### src/rtl/fvnh_pkg.sv
`timescale 1ns / 1ps
// Shared types and constants of the fractal value-noise height block.
// Used by every module under rtl; depends on nothing else.
package fvnh_pkg;

    // Register indexes of the configuration port
    typedef enum logic [2:0] {
        REG_SEED = 3'd0,
        REG_FREQ = 3'd1,
        REG_OCT  = 3'd2,
        REG_PERS = 3'd3,
        REG_LAC  = 3'd4,
        REG_BASE = 3'd5,
        REG_GAIN = 3'd6
    } t_reg_idx;

    // Reset values and clamp limits of the registers
    localparam logic [31:0] RST_SEED = 32'd0;
    localparam logic [31:0] RST_FREQ = 32'd1677722;
    localparam logic [3:0]  RST_OCT  = 4'd4;
    localparam logic [16:0] RST_PERS = 17'd32768;
    localparam logic [23:0] RST_LAC  = 24'd131072;
    localparam logic [31:0] RST_BASE = 32'd0;
    localparam logic [30:0] RST_GAIN = 31'd65536;
    localparam logic [31:0] MIN_FREQ = 32'd1678;
    localparam logic [16:0] ONE_Q16  = 17'd65536;
    localparam logic [23:0] MIN_LAC  = 24'd65536;

    // Hash and smoothstep constants
    localparam logic [31:0] K_SEED    = 32'h9E3779B9;
    localparam logic [31:0] K_X       = 32'h85EBCA6B;
    localparam logic [31:0] K_Z       = 32'hC2B2AE35;
    localparam logic [31:0] K_M1      = 32'h7FEB352D;
    localparam logic [31:0] K_M2      = 32'h846CA68B;
    localparam logic [31:0] SEED_STEP = 32'd1013;
    localparam logic [17:0] SMOOTH_3  = 18'd196608;

    // Datapath widths and stage counts
    localparam int LANE_W    = 44;  // one octave term, noise Q.24 times amplitude Q1.16
    localparam int ACC_W     = 48;  // octave sum
    localparam int SUM_W     = 21;  // amplitude sum
    localparam int QBITS     = 25;  // magnitude bits of the normalized noise
    localparam int LANE_STG  = 7;
    localparam int NORM_STG  = 5 + QBITS;
    localparam int N_STG     = LANE_STG + NORM_STG;

    // Per-octave settings derived from the registers
    typedef struct packed {
        logic [31:0] freq;
        logic [31:0] seed;
        logic [16:0] amp;
    } t_oct_cfg;

    // Settings of the normalize and output stages
    typedef struct packed {
        logic [SUM_W-1:0] amp_sum;
        logic [30:0]      gain;
        logic [31:0]      base;
    } t_norm_cfg;

endpackage

### src/rtl/fvnh_pipe_ctrl.sv
`timescale 1ns / 1ps
// Valid bits and load enables of the pipeline; empty stages fill under a stall.
// Depends on fvnh_pkg.
module fvnh_pipe_ctrl
    import fvnh_pkg::*;
(
    input  logic             i_clk,
    input  logic             i_rst_n,
    input  logic             i_in_valid,
    input  logic             i_out_ready,
    output logic [N_STG-1:0] o_en,
    output logic             o_out_valid
);

    logic [N_STG-1:0] r_v;

    // A stage loads when it is empty or its successor loads
    for (genvar k = 0; k < N_STG - 1; k++) begin : g_en
        assign o_en[k] = !r_v[k] || o_en[k+1];
    end
    assign o_en[N_STG-1] = !r_v[N_STG-1] || i_out_ready;

    // Move valid bits with the data
    always_ff @(posedge i_clk) begin
        if (!i_rst_n) begin
            r_v <= '0;
        end else begin
            for (int k = 0; k < N_STG; k++) begin
                if (o_en[k]) begin
                    r_v[k] <= (k == 0) ? i_in_valid : r_v[(k + N_STG - 1) % N_STG];
                end
            end
        end
    end

    assign o_out_valid = r_v[N_STG-1];

endmodule

### config.mk
export PLATFORM = sky130hd
export DESIGN_NAME = fvnh_pipe_ctrl
export DESIGN_NICKNAME = d
export VERILOG_FILES = /design/src/rtl/fvnh_pkg.sv /design/src/rtl/fvnh_pipe_ctrl.sv
export SDC_FILE = /design/constraint.sdc
export NUM_CORES = 1
export LEC_CHECK = 0
export ABC_CLOCK_PERIOD_IN_PS = 1900
export BUFFER_PORTS_ARGS = -buffer_cell sky130_fd_sc_hd__buf_2
export CORE_ASPECT_RATIO = 1.5
export CORE_MARGIN = 4
export CORE_UTILIZATION = 33
export DETAILED_ROUTE_END_ITERATION = 8
export GPL_TIMING_DRIVEN = 0
export PLACE_DENSITY_LB_ADDON = 0.05
export SYNTH_ARGS = -nofsm -noshare
export SYNTH_HDL_FRONTEND = slang
export SYNTH_SLANG_ARGS = --single-unit
### constraint.sdc
create_clock -name i_clk -period 1.9 [get_ports i_clk]
set_input_delay 0.19 -clock i_clk [delete_from_list [all_inputs] [get_ports i_clk]]
set_output_delay 0.19 -clock i_clk [all_outputs]
set_load 0.02 [all_outputs]
[After elaboration in Yosys (flattened, before gate mapping)]
Index checks and enable logic that the tools add are counted.
Word-level totals
  register bits after elaboration: 37
  memories kept: 0
  latch bits: 0
  RAM bits: 0
  output and inout port bits: 38
  bits in read-only memories: 0
Cells by class
  divide/modulo/power cells: 0
  add/sub/neg operators: 0
  bitwise operators: 0
  equality and inequality tests: 0
  reductions and logical operators: 74
  mux-type cells: 0
  shift-type cells: 0
  $mul: 0
  magnitude comparators: 0
Operator list (count)
  $logic_not 1->1: 37
  $logic_or 1x1->1: 37

[Logic depth before layout (Yosys ltp)]
  depth after elaboration: 38
  gate-level depth with buffers: 7
  mapped depth without buffers: 5

[Least setup slack after synthesis]
OpenSTA, ideal clock, no wires.
  path type: flip-flop to output port
  start: register r_v[36]
  end: output port o_en[0]
  setup slack: -0.048 ns
  data arrival time: 1.758 ns
  buffers on the path: 1
  cell stages (with the launch flop): 6
  cell sequence: dfxtp_1 -> nand3b_1 -> or4_4 -> buf_6 -> nor4_4 -> nand2_1
Between the ends
  cells in the longest elaborated chain, start to end: 38
RTL lines
  start, declared: RTL line fvnh_pipe_ctrl.sv:15  | logic [N_STG-1:0] r_v;
  start signal, assigned by index: RTL line fvnh_pipe_ctrl.sv:30  | r_v[k] <= (k == 0) ? i_in_valid : r_v[(k + N_STG - 1) % N_STG];
  $logic_not 1->1: RTL line fvnh_pipe_ctrl.sv:21  | assign o_en[N_STG-1] = !r_v[N_STG-1] || i_out_ready;
  $logic_or 1x1->1: RTL line fvnh_pipe_ctrl.sv:21
  $logic_or 1x1->1 (36 in a row): RTL line fvnh_pipe_ctrl.sv:19  | assign o_en[k] = !r_v[k] || o_en[k+1];
  end, declared: RTL line fvnh_pipe_ctrl.sv:11  | output logic [N_STG-1:0] o_en,
Every way passes these cells.

[Final worst setup path]
  start: register r_v[25]
  end: output port o_en[4]
Between the ends
  cells in the longest elaborated chain, start to end: 23
RTL lines (RTL line)
  $logic_not 1->1: fvnh_pipe_ctrl.sv:19
  $logic_or 1x1->1 (22 in a row): fvnh_pipe_ctrl.sv:19
Every way passes these cells.

==> reports/results.tsv <==
metric	value	unit
run_status	complete, but fails checks	
failed_checks	negative setup slack	
cp.required	1.71	ns
first_global_vias	1612	
track_usage	15.3	%
psw	0.303	mW
routed_wire_length_per_instance	13.6	um
syn2layout_area_growth	42.1	%
reg_top3	r_v (37)	
first_pass_iters	6	
synth.cells.most_frequent	42 x nand2_1, 37 x dfxtp_1, 18 x inv_1	
period_minus_slack	2.25	ns
flip_flop_count_of_the_largest_register_all_copies_and_words_added	37	
grt_overflow	0	
cp-start-kind	register	
cts_tree	yes	
global_route_wire_length_before_repair	7.41	mm
synth_area_per_cell	8.09	um^2
synth.net_count	209	
finalSetupViolations	24	
leakagePower	0.909	nW
ant_nets	0	
clock_latency	0.29	ns
grt_max_degree	12	
yosysSeqAreaShare	44.7	%
synth-async-reset-ratio	0	%
clock_sinks	37	
tritoncts.num_buffers	5	
vdd_drop_max	0.477	mV
portBuffers	40	
synthFlopType	dfxtp_1	
postRouteWirelength	4.54	mm
cts_buffer_depth	2	
post_drt_via_cell_ratio	4.89	
worst_ep_arrival_time	2.06	ns
placement_row_count	31	
synth_top_family_by_area	simple AND/OR/NAND/NOR gates	
cts_hold_buf	0	
synth_edf_count	0	
final_nets	271	
clkPwrFrac	42.9	%
detailedPlacementHpwl	3.10	mm
fp.dieW	65.9	um
intPower	1.11	mW
layout-drive-gt1-share	37.3	%
synth-xor-area-share	0	%
gp_congestion	0.764	
regMostFlops	r_v	
worstSetupEndpointType	primary output	
area_fraction_in_and_or_nand_and_nor_cells_after_synthesis	33.2	%
pwr-share-comb	2.2	%
clock.fmax	444	MHz
synthTopCellsByArea	dfxtp_1 45%, nand2_1 9.5%, o21a_1 6.3%, inv_1 4.1%, nand4_1 3.8%	
synth_largest_area_cell	dfxtp_1	
fp.coreArea	4850	um^2
timing.final.crit_share	119	%
hold_violation_total_from_the_final_report	0	
cts-htree-levels	2	
clk_transition_reported_paths	0.07	ns
synthesized_area_fraction_occupied_by_ao_oa_aoi_and_oai_cells	14.6	%
critical_path_peak_fanout	7	
setup_repair_after_global_routing_missed_its_margin	yes	
netlist_area	1660	um^2
worst_hold_path_type	in -> reg	
power.share.switching	21.5	%
postLayoutSetupSlackWorst	-0.354	ns
worst_slew_margin_rel	63.7	%
timing.clock.skew	0.00569	ns
cap_viol_max_count	0	
power_density	600	nW/um^2
final_max_slew_viol_count	0	
die_height	94.8	um
worst_pin_slew	0.545	ns
die_ar	6250	um^2
dr_total_vias	1632	
drc_errors	0	
synth.yosys.warnings	0	
synth_seq_cells	37	
post-layout-total-power	1.41	mW
initial_utilization	34.2	%
most_frequent_cell_after_synthesis	nand2_1	
netlist-cell-type-count	29	
cells_after_synthesis	205	
grt_antenna_before_repair	0	
synthDominantCellAreaShare	44.7	%
setup_total_negative_slack	-5.19	ns
post-route-cell-area	2360	um^2
cp_class	reg -> out	
detail_route.iter0.violations	57	
top_level_ports	42	
sequentialPowerShare	54.9	%
cts.root.buffer_cell	clkbuf_8	
postPlaceCellArea	1940	um^2
synth-adder-area-share	0	%
share_of_cell_area_taken_by_muxes_after_synthesis	0	%
antennaDiodeCount	0	
power by group through the flow:
| stage | combinational [mW] | sequential (mW) | clock (mW) |
|---|---|---|---|
| global placement | 0.0323 | 0.799 | 0 |
| floorplan | 0.0200 | 0.798 | 0 |
| detailed placement | 0.0319 | 0.799 | 0 |
| finish | 0.0312 | 0.776 | 0.607 |
| CTS | 0.0317 | 0.778 | 0.626 |
| global route | 0.0347 | 0.776 | 0.666 |
area by class of cell:
type,count,area [um^2]
timing repair buffer,59,372
inverter,20,75.1
multi-input combinational,137,930
clock buffer,7,96.3
fill,506,2490
buffer,7,33.8
tap,66,82.6
clock inverter,1,5.00
sequential,37,762
cells in the final DEF (no fill, tap or decap), types with 2 or more instances in the layout:
cell / netlist / routed
and4_1: 5 / 4
nand4_1: 10 / 10
and3_1: 6 / 6
o21ai_0: 11 / 9
nor2b_1: 6 / 5
o21ai_2: 0 / 2
nand3_1: 11 / 10
inv_1: 18 / 18
nor4_4: 1 / 5
inv_2: 2 / 2
clkbuf_8: 0 / 7
o21a_1: 14 / 14
nor2_2: 1 / 3
dfxtp_4: 0 / 4
buf_2: 0 / 36
a21boi_0: 6 / 6
a21oi_1: 4 / 4
dfxtp_1: 37 / 28
buf_4: 0 / 18
clkbuf_1: 10 / 6
dfxtp_2: 0 / 5
nor3_4: 1 / 3
nand2_1: 42 / 41
buf_6: 1 / 6
and2_1: 2 / 2
metal layers:
metal / wire, um / part of all wire [%] / global-route usage (%) / vias to the layer above
li1: - / - / - / 825
met1: 1950 / 43 / 18.2 / 770
met2: 2320 / 51 / 26.3 / 32
met3: 199 / 4.4 / 3.69 / 5
met4: 63 / 1.4 / 5.54 / 0
met5: 0 / 0 / 0 / -
what timing repair did:
action / 4_1_cts / 5_1_grt
endpoints found under the setup margin: 33 / 30
pin swaps: 12 / 8
setup buffers: 14 / 6
gates resized for setup: 29 / 24
worst paths after layout:
kind	start	end	slack, ns	cells after the start
hold / removal	i_in_valid	r_v[0]	0.12	3
hold reg to reg	r_v[7]	r_v[8]	0.46	2
setup / recovery	r_v[25]	o_en[4]	-0.35	5
setup reg to reg	r_v[25]	r_v[3]	-0.03	6
per-stage QoR:
stage | hold slack, ns | cells | util [%] | worst slack (ns)
after floorplan | 0.305 | 205 | - | 0.0215
after global placement | 0.394 | 311 | 40.1 | -0.237
after detailed placement | 0.406 | 311 | 40.1 | -0.266
after CTS | 0.100 | 330 | 46.3 | -0.319
after global routing | 0.120 | 334 | 48.6 | -0.429
final | 0.116 | 334 | 48.6 | -0.354
cell families after synthesis:
family                 after synthesis
AOI/OAI and AO/OA                   37
and+or+nand+nor                    100
DFF                                 37
buffers and inverters               31
critical path: stages (launching register included):
cell and delay (ns):
dfxtp_4 0.37, nand4_1 0.17, or4_4 0.65, nor3_4 0.28
nand4_1 0.14, buf_2 0.18
(Power assumes the default switching activity.)
