[src/rtl/fvnh_pkg.sv]
`timescale 1ns / 1ps
// Shared types and constants of the fractal value-noise height block.
// Used by every module under rtl; depends on nothing else.
package fvnh_pkg;

    // Register indexes of the configuration port
    typedef enum logic [2:0] {
        REG_SEED = 3'd0,
        REG_FREQ = 3'd1,
        REG_OCT  = 3'd2,
        REG_PERS = 3'd3,
        REG_LAC  = 3'd4,
        REG_BASE = 3'd5,
        REG_GAIN = 3'd6
    } t_reg_idx;

    // Reset values and clamp limits of the registers
    localparam logic [31:0] RST_SEED = 32'd0;
    localparam logic [31:0] RST_FREQ = 32'd1677722;
    localparam logic [3:0]  RST_OCT  = 4'd4;
    localparam logic [16:0] RST_PERS = 17'd32768;
    localparam logic [23:0] RST_LAC  = 24'd131072;
    localparam logic [31:0] RST_BASE = 32'd0;
    localparam logic [30:0] RST_GAIN = 31'd65536;
    localparam logic [31:0] MIN_FREQ = 32'd1678;
    localparam logic [16:0] ONE_Q16  = 17'd65536;
    localparam logic [23:0] MIN_LAC  = 24'd65536;

    // Hash and smoothstep constants
    localparam logic [31:0] K_SEED    = 32'h9E3779B9;
    localparam logic [31:0] K_X       = 32'h85EBCA6B;
    localparam logic [31:0] K_Z       = 32'hC2B2AE35;
    localparam logic [31:0] K_M1      = 32'h7FEB352D;
    localparam logic [31:0] K_M2      = 32'h846CA68B;
    localparam logic [31:0] SEED_STEP = 32'd1013;
    localparam logic [17:0] SMOOTH_3  = 18'd196608;

    // Datapath widths and stage counts
    localparam int LANE_W    = 44;  // one octave term, noise Q.24 times amplitude Q1.16
    localparam int ACC_W     = 48;  // octave sum
    localparam int SUM_W     = 21;  // amplitude sum
    localparam int QBITS     = 25;  // magnitude bits of the normalized noise
    localparam int LANE_STG  = 7;
    localparam int NORM_STG  = 5 + QBITS;
    localparam int N_STG     = LANE_STG + NORM_STG;

    // Per-octave settings derived from the registers
    typedef struct packed {
        logic [31:0] freq;
        logic [31:0] seed;
        logic [16:0] amp;
    } t_oct_cfg;

    // Settings of the normalize and output stages
    typedef struct packed {
        logic [SUM_W-1:0] amp_sum;
        logic [30:0]      gain;
        logic [31:0]      base;
    } t_norm_cfg;

endpackage

[src/rtl/fvnh_cfg.sv]
`timescale 1ns / 1ps
// Register file and per-octave settings sweep.
// Depends on fvnh_pkg.
module fvnh_cfg
    import fvnh_pkg::*;
#(
    parameter int MAX_OCTAVES = 8
) (
    input  logic            i_clk,
    input  logic            i_rst_n,
    input  logic            i_cfg_wr,
    input  logic [2:0]      i_cfg_index,
    input  logic [31:0]     i_cfg_data,
    output t_oct_cfg        o_oct_cfg [MAX_OCTAVES],
    output t_norm_cfg       o_norm_cfg,
    output logic            o_busy
);

    localparam int CW = $clog2(MAX_OCTAVES + 1);
    localparam logic [CW-1:0] LAST = CW'(MAX_OCTAVES - 1);

    logic [31:0] r_seed;
    logic [31:0] r_freq;
    logic [3:0]  r_oct;
    logic [16:0] r_pers;
    logic [23:0] r_lac;
    logic [31:0] r_base;
    logic [30:0] r_gain;

    logic          r_start;
    logic          r_busy;
    logic [CW-1:0] r_idx;

    logic [31:0]      r_cur_freq;
    logic [16:0]      r_cur_amp;
    logic [31:0]      r_cur_seed;
    logic [SUM_W-1:0] r_amp_sum;
    t_oct_cfg         r_tab [MAX_OCTAVES];

    logic [3:0]  w_oct;
    logic [55:0] w_fprod;
    logic [33:0] w_aprod;
    logic [31:0] n_cur_freq;
    logic [16:0] n_cur_amp;
    logic [16:0] w_amp_use;

    // Clamp the octave count written
    always_comb begin
        w_oct = i_cfg_data[3:0];
        if (w_oct == 4'd0) begin
            w_oct = 4'd1;
        end
        if (5'(w_oct) > 5'(MAX_OCTAVES)) begin
            w_oct = 4'(MAX_OCTAVES);
        end
    end

    // Register writes and sweep sequencing
    always_ff @(posedge i_clk) begin
        if (!i_rst_n) begin
            r_seed  <= RST_SEED;
            r_freq  <= RST_FREQ;
            r_oct   <= RST_OCT;
            r_pers  <= RST_PERS;
            r_lac   <= RST_LAC;
            r_base  <= RST_BASE;
            r_gain  <= RST_GAIN;
            r_start <= 1'b1;
            r_busy  <= 1'b1;
            r_idx   <= '0;
        end else if (i_cfg_wr) begin
            case (t_reg_idx'(i_cfg_index))
                REG_SEED: r_seed <= i_cfg_data;
                REG_FREQ: r_freq <= (i_cfg_data < MIN_FREQ) ? MIN_FREQ : i_cfg_data;
                REG_OCT:  r_oct  <= w_oct;
                REG_PERS: r_pers <= (i_cfg_data[16:0] > ONE_Q16) ? ONE_Q16 : i_cfg_data[16:0];
                REG_LAC:  r_lac  <= (i_cfg_data[23:0] < MIN_LAC) ? MIN_LAC : i_cfg_data[23:0];
                REG_BASE: r_base <= i_cfg_data;
                REG_GAIN: r_gain <= i_cfg_data[30:0];
                default: ;
            endcase
            r_start <= 1'b1;
            r_busy  <= 1'b1;
        end else if (r_start) begin
            r_start <= 1'b0;
            r_idx   <= '0;
        end else if (r_busy) begin
            if (r_idx == LAST) begin
                r_busy <= 1'b0;
            end
            r_idx <= r_idx + CW'(1);
        end
    end

    // Advance frequency and amplitude by one octave
    assign w_fprod    = r_cur_freq * r_lac;
    assign n_cur_freq = (w_fprod[55:48] != 8'd0) ? 32'hFFFFFFFF : w_fprod[47:16];
    assign w_aprod    = r_cur_amp * r_pers;
    assign n_cur_amp  = w_aprod[32:16];
    assign w_amp_use  = (6'(r_idx) < 6'(r_oct)) ? r_cur_amp : 17'd0;

    always_ff @(posedge i_clk) begin
        if (r_start) begin
            r_cur_freq <= r_freq;
            r_cur_amp  <= ONE_Q16;
            r_cur_seed <= r_seed;
            r_amp_sum  <= '0;
        end else if (r_busy) begin
            r_cur_freq <= n_cur_freq;
            r_cur_amp  <= n_cur_amp;
            r_cur_seed <= r_cur_seed + SEED_STEP;
            r_amp_sum  <= r_amp_sum + SUM_W'(w_amp_use);
        end
    end

    // Store each octave's settings as the sweep passes it
    for (genvar k = 0; k < MAX_OCTAVES; k++) begin : g_tab
        always_ff @(posedge i_clk) begin
            if (r_busy && !r_start && (r_idx == CW'(k))) begin
                r_tab[k].freq <= r_cur_freq;
                r_tab[k].seed <= r_cur_seed;
                r_tab[k].amp  <= w_amp_use;
            end
        end
        assign o_oct_cfg[k] = r_tab[k];
    end

    assign o_norm_cfg.amp_sum = r_amp_sum;
    assign o_norm_cfg.gain    = r_gain;
    assign o_norm_cfg.base    = r_base;
    assign o_busy             = r_busy;

endmodule

[config.mk]
export PLATFORM = sky130hd
export DESIGN_NAME = fvnh_cfg
export DESIGN_NICKNAME = d
export VERILOG_FILES = /design/src/rtl/fvnh_pkg.sv /design/src/rtl/fvnh_cfg.sv
export SDC_FILE = /design/constraint.sdc
export NUM_CORES = 2
export LEC_CHECK = 0
export BUFFER_PORTS_ARGS = -buffer_cell sky130_fd_sc_hd__buf_4
export CORE_MARGIN = 4
export CORE_UTILIZATION = 50
export CTS_CLUSTER_DIAMETER = 60
export DETAILED_ROUTE_END_ITERATION = 8
export PLACE_DENSITY = 0.77
export SYNTH_ARGS = -nofsm -noshare
export SYNTH_HDL_FRONTEND = slang
export SYNTH_SLANG_ARGS = --single-unit
[constraint.sdc]
create_clock -name i_clk -period 8.6 [get_ports i_clk]
set_input_delay 1.29 -clock i_clk [delete_from_list [all_inputs] [get_ports i_clk]]
set_output_delay 1.29 -clock i_clk [all_outputs]
set_load 0.05 [all_outputs]
; Word-level counts from Yosys, hierarchy flattened
; Memory sizes are Yosys's and may differ from the RTL's.
; Index checks and enable logic that the tools add are counted.
[totals]
elab_cells = 124
ram_bits = 648
out_inout_bits = 733
memories = 1
mem_bits_ro = 0
latchBits = 0
regBits = 280
[memory_table]
columns = name, words, width, read_ports, rd_clocked_by_memory_dff, wr, line
row1 = r_tab, 8, 81, 8, 0, 1, fvnh_cfg.sv:38  ; t_oct_cfg r_tab [MAX_OCTAVES];
[op_classes]
shifts = 0
n_bitwise = 2
order_cmp = 5
div_mod_pow = 0
mul = 2
n_addsub = 3
muxes = 53
n_reduce_logical = 31
eq_ne = 13
[ops]
columns = op, n
row1 = two-way mux 81 bit, 7
row2 = OR reduction 81 bit, 7
row3 = two-way mux 32 bit, 6
row4 = multiplier 32 x 24 -> 56 bit, 1
row5 = two-way mux 17 bit, 2
row6 = multiplier 17 x 17 -> 33 bit, 1
row7 = "adder 32 x 10 -> 32 bit, second input constant", 1
row8 = "less-than comparator 32 x 11 -> 1 bit, second input constant", 1
row9 = two-way mux 1 bit, 26
row10 = "less-than comparator 24 x 17 -> 1 bit, second input constant", 1
row11 = two-way mux 24 bit, 1
row12 = adder 21 x 17 -> 21 bit, 1
row13 = two-way mux 3 bit, 7
row14 = "greater-than comparator 17 bit, second input constant", 1
row15 = "== test 4 x 3 -> 1 bit, second input constant", 4
row16 = two-way mux 4 bit, 4
row17 = AND reduction 2 bit, 8
row18 = "== test 3 bit, second input constant", 3
row19 = logical AND 1 bit, 9
row20 = "== test 4 x 2 -> 1 bit, second input constant", 2
row21 = logical NOT 4 bit, 2
row22 = nonzero test 8 bit, 1
row23 = "== test 3 x 2 -> 1 bit, second input constant", 2
row24 = "adder 4 x 1 -> 4 bit, second input constant", 1
row25 = other kinds (9), 10

; Longest topological paths before layout
[logic_depth]
depth_word = 13
ltp_mapped = 28
depth_no_buf = 25

; Worst setup path after synthesis
; OpenSTA, ideal clock, no wires.
[synth_timing]
path_kind = reg2reg
start = register r_cur_freq[13]
end = register r_cur_freq[11], data pin
arrival_time_ps = 7029
path_buffers = 2
setup_ps = 287
period_less_slack_ps = 7316
path_stages_with_launch = 26
path_slack_ps = 1284
path_cell_list = edfxtp_1 clkbuf_1 nand2_1 fa_1 inv_1 fa_1 inv_1 fa_1 fa_1 fa_1 inv_1 fa_1 inv_1 fa_1 inv_1 ha_1 a21o_1 or2_1 o221ai_4 a31oi_4 a41o_1 a311oi_2 o21ai_1 xnor2_1 buf_2 a41oi_2
[synth_between]
elab_chain_len = 5
[synth_lines]
columns = item, line
row1 = "start, declared", fvnh_cfg.sv:34  ; logic [31:0] r_cur_freq;
row2 = "start signal, assigned", fvnh_cfg.sv:104  ; r_cur_freq <= r_freq;
row3 = "start signal, assigned", fvnh_cfg.sv:109  ; r_cur_freq <= n_cur_freq;
row4 = multiplier 32 x 24 -> 56 bit (*), fvnh_cfg.sv:96  ; assign w_fprod = r_cur_freq * r_lac;
row5 = nonzero test 8 bit, fvnh_cfg.sv:97  ; assign n_cur_freq = (w_fprod[55:48] != 8'd0) ? 32'hFFFFFFFF : w_fprod[47:16];
row6 = two-way mux 32 bit (*), fvnh_cfg.sv:97
row7 = two-way mux 32 bit (*), fvnh_cfg.sv:108  ; end else if (r_busy) begin
row8 = two-way mux 32 bit (*), fvnh_cfg.sv:103  ; if (r_start) begin
; Every way passes the cells marked *; elsewhere a longest branch is shown, timed or not. The select of a mux whose other input is x is not followed.
; A chain may end at the register's enable or synchronous reset.

; Final worst setup path
[layout_timing]
start = register r_lac[4]
end = register r_cur_freq[18], data pin
[layout_between]
elab_chain_len = 5
[layout_lines]
columns = item, line
row1 = "start, declared", fvnh_cfg.sv:26  ; logic [23:0] r_lac;
row2 = "start signal, assigned", fvnh_cfg.sv:77  ; REG_LAC: r_lac <= (i_cfg_data[23:0] < MIN_LAC) ? MIN_LAC : i_cfg_data[23:0];
row3 = multiplier 32 x 24 -> 56 bit (*), fvnh_cfg.sv:96
row4 = nonzero test 8 bit, fvnh_cfg.sv:97
row5 = two-way mux 32 bit (*), fvnh_cfg.sv:97
row6 = two-way mux 32 bit (*), fvnh_cfg.sv:108
row7 = two-way mux 32 bit (*), fvnh_cfg.sv:103
; Marked as above.

==> qor.yml <==
power:
  swShare_pct: 32.6
  intPower_uw: 8230
  power_uw: 12200
  switching_power_uw: 3980
  max-vdd-ir-drop_uv: 179
  power.density_nw_per_um2: 159
  pwr-share-comb_pct: 23.3
  p_leak_uw: 0.0341
  p_seq_share_pct: 42.7
  power.share.clock_pct: 34.0
critical_path:
  worstRegToRegCells: 24
  max_stage_delay_ns: 1.02
  rrSetupSlack_ns: 0.36
  required_ns: 9.00
  worstPathArrival_ns: 8.63
  crit_chain: "nand2_1 > fa_1 > inv_1 > fa_1 > inv_1 > fa_1 > fa_1 > fa_1 > inv_1 > fa_1 > inv_1 > fa_1 > inv_1 > ha_1 > a21o_1 > or2_1 > o221ai_4 > a31oi_4 > a41o_1 > a311oi_2 > xnor2_1 > nor4_4 > buf_12 > a41oi_2"
  end_kind: "flop"
  cp-startpoint: "r_lac[4]"
  critical-path-top-delay-family: "adder cells"
  critPathMostFrequentCell: "fa_1"
  crit_cells: 24
  cp.buffers_inverters: 6
  endpoint: "r_cur_freq[18]"
  cp_max_fo: 32
  r2r_end: "r_cur_freq[18]"
  worst_setup_path_start_kind: "flop"
  rr_startpoint: "r_lac[4]"
  setup.worst_path.class: "flop to flop"
  slowest_stage: "dfxtp_1"
synthesis:
  synth_seq_area_share_pct: 39.3
  synthTopCellsByArea: "edfxtp_1, fa_1, dfxtp_1, ha_1, inv_1"
  synth_edf_count: 712
  syn_avg_cell_area_um2: 11.2
  syn_inst: 5825
  synth_top_area_share_pct: 32.7
  synth_cell_types: 79
  synth_ff_type: "edfxtp_1"
  synth_fp_nets: 7047
  asyncSetResetFlopFracSynth_pct: 0
  synth_top_cell_by_area: "edfxtp_1"
  ys_warn_count: 0
  synth-seq-cells: 928
  syn-cell-area_um2: 65300
finish:
  fin_nets: 7762
  multi_input_area_um2: 34700
  fill_cells: 10200
  final_cell_mix: "inv_1, nand2_1, buf_4, fa_1, edfxtp_1"
  drive_gt1_share_pct: 16.9
  seq_area_um2: 25700
  layout_commonest_cell: "inv_1"
  area_growth_pct: 17.3
placement:
  place_hpwl_um: 146000
  port-buffer-count: 770
  finalWeightedCongestion: 0.926
  place_ws_ns: 0.459
global_routing:
  grt_usage_pct: 28.8
  first_global_vias: 48400
  antenna_found_initial: 9
  grt_max_degree: 70
  grt-ovfl-total: 0
  grt_pass1_wl_um: 298000
timing:
  rsz0062_at_grt: "false"
  slew_headroom_pct: 19.0
  setup_viol: 0
  skew_ns: 0.0997
  tns_ns: 0
  period_share_pct: 95.8
  worst_slack_ns: 0.363
  maxSlewViolCount: 0
  max_freq_ghz: 0.121
  tightest_slew_ns: 1.21
  hold_viol: 0
  period_needed_ns: 8.24
floorplan:
  chipWidth_um: 369
  die-area_um2: 137000
  row_count: 132
  initial_utilization_pct: 50.4
  ios: 771
  core_area_um2: 130000
  dieHeight_um: 369
hold_path:
  hold_class: "flop to flop"
  min-delay-start: "r_seed[22]"
flow_run:
  maxCapViolations: 0
clock_network:
  cts_buffer_depth: 3
  clockRootBuffer: "clkbuf_16"
  insertion_delay_ns: 0.76
  htreeDepth: 3
  hold_buffers: 0
  cts_tree: "built"
  cts_made_buffers: 96
  path_clk_slew_ns: 0.06
  cts.sinks: 928
route:
  totalWireLength_um: 197000
  via_per_inst: 5.54
  ant_nets: 0
  via_count: 46400
  wl_per_cell_um: 23.5
  drc_errors: 0
  dr.pass1.iters: 6
  drt_iter0_markers: 4347
outcome:
  status: "completed"
[logic make-up after synthesis]
kind of cell    count (synthesis)  share of synthesized area [%]
compound gates                506                           5.70
xor+xnor                      101                           1.35
fa+ha+maj                    1184                           32.8
buf+inv                      1305                           7.56
flops                         928                           39.3
mux                            18                          0.278
simple gates                 1783                           13.0
[layer usage]
metal,track usage [%],wire [um]
met1,35.7,70800
met3,6.42,20200
met4,13.7,10600
met2,48.2,95300
met5,0,10
[through the flow]
stage	utilization [%]	area, um^2	instances	hold WS [ns]
2_1_floorplan	-	65300	5825	0.440
3_3_place_gp	56.6	73400	8178	0.449
3_5_place_dp	56.6	73400	8178	0.456
4_1_cts	59.0	76500	8358	0.465
5_1_grt	59.1	76600	8366	0.480
6_report	59.1	76600	8370	0.463
[power by group through the flow]
| stage | Sequential, uW | Combinational (uW) | Clock (uW) |
|---|---|---|---|
| 2_1_floorplan | 5250 | 1770 | 0 |
| 3_3_place_gp | 5300 | 2750 | 0 |
| 3_5_place_dp | 5310 | 2780 | 0 |
| 4_1_cts | 5210 | 2800 | 4190 |
| 5_1_grt | 5210 | 3100 | 4380 |
| 6_report | 5210 | 2840 | 4150 |
[registers in the layout (all words and copies together), names as in the netlist]
register / flops
r_start: 1
r_seed: 32
o_busy: 1
r_lac: 24
r_freq: 32
r_amp_sum: 21
r_base: 32
r_cur_freq: 32
r_oct: 4
r_tab: 648
r_gain: 31
r_pers: 17
r_idx: 4
r_cur_amp: 17
r_cur_seed: 32
[worst register-to-register path: cells and delay by family, from the launching register on]
kind	cells	cell delay, ns
simple gates	3	0.77
fa+ha+maj	8	3.90
flops	1	1.02
compound gates	6	1.54
buf+inv	6	0.51
xor+xnor	1	0.16
[synthesized netlist by cell type, drive strengths merged (4+ instances only)]
cell    instances
o21ai          85
fa            879
or2             6
and2          520
xor2           47
dfxtp         216
nand4          19
nand3          56
or4             4
a22oi          14
and3           17
o21bai          7
and4            5
a21o           53
a21boi        134
ha            305
nor2          102
mux2i          17
a41o            4
nor4            8
nand2b         11
inv          1004
o22ai           5
nor3b           7
a21oi          89
a211oi          8
a211o           8
nand3b          4
o21a           11
buf            13
clkbuf        287
o211ai          7
or3            13
edfxtp        712
a311oi          5
o31ai           5
a41oi          32
nand2         943
nor2b          35
nor3           28
a31oi          12
xnor2          54
[layout make-up]
class / count / area share, %
clock buffer: 117 / 3.26
timing repair buffer: 917 / 9.15
sequential: 928 / 33.6
multi-input combinational: 3592 / 45.4
inverter: 1005 / 4.92
tap: 1742 / 2.84
antenna: 6 / 0.0196
clock inverter: 63 / 0.890
[how the worst min path moves through the flow]
stage                     slack, ns         end  depth (start not counted)
final                          0.46  r_seed[22]                          2
after global routing           0.48    r_lac[5]                          2
after CTS                      0.46    r_lac[5]                          2
after detailed placement       0.46  r_freq[19]                          2
after global placement         0.45    r_lac[5]                          2
after floorplan                0.44   r_seed[1]                          2
[what timing repair did]
| item | CTS | global route |
|---|---|---|
| buffers inserted | 0 | 6 |
| gates resized for setup | 0 | 1 |
| endpoints found under the setup margin | 0 | 4 |
No activity file was read; power rests on OpenSTA's default activity.
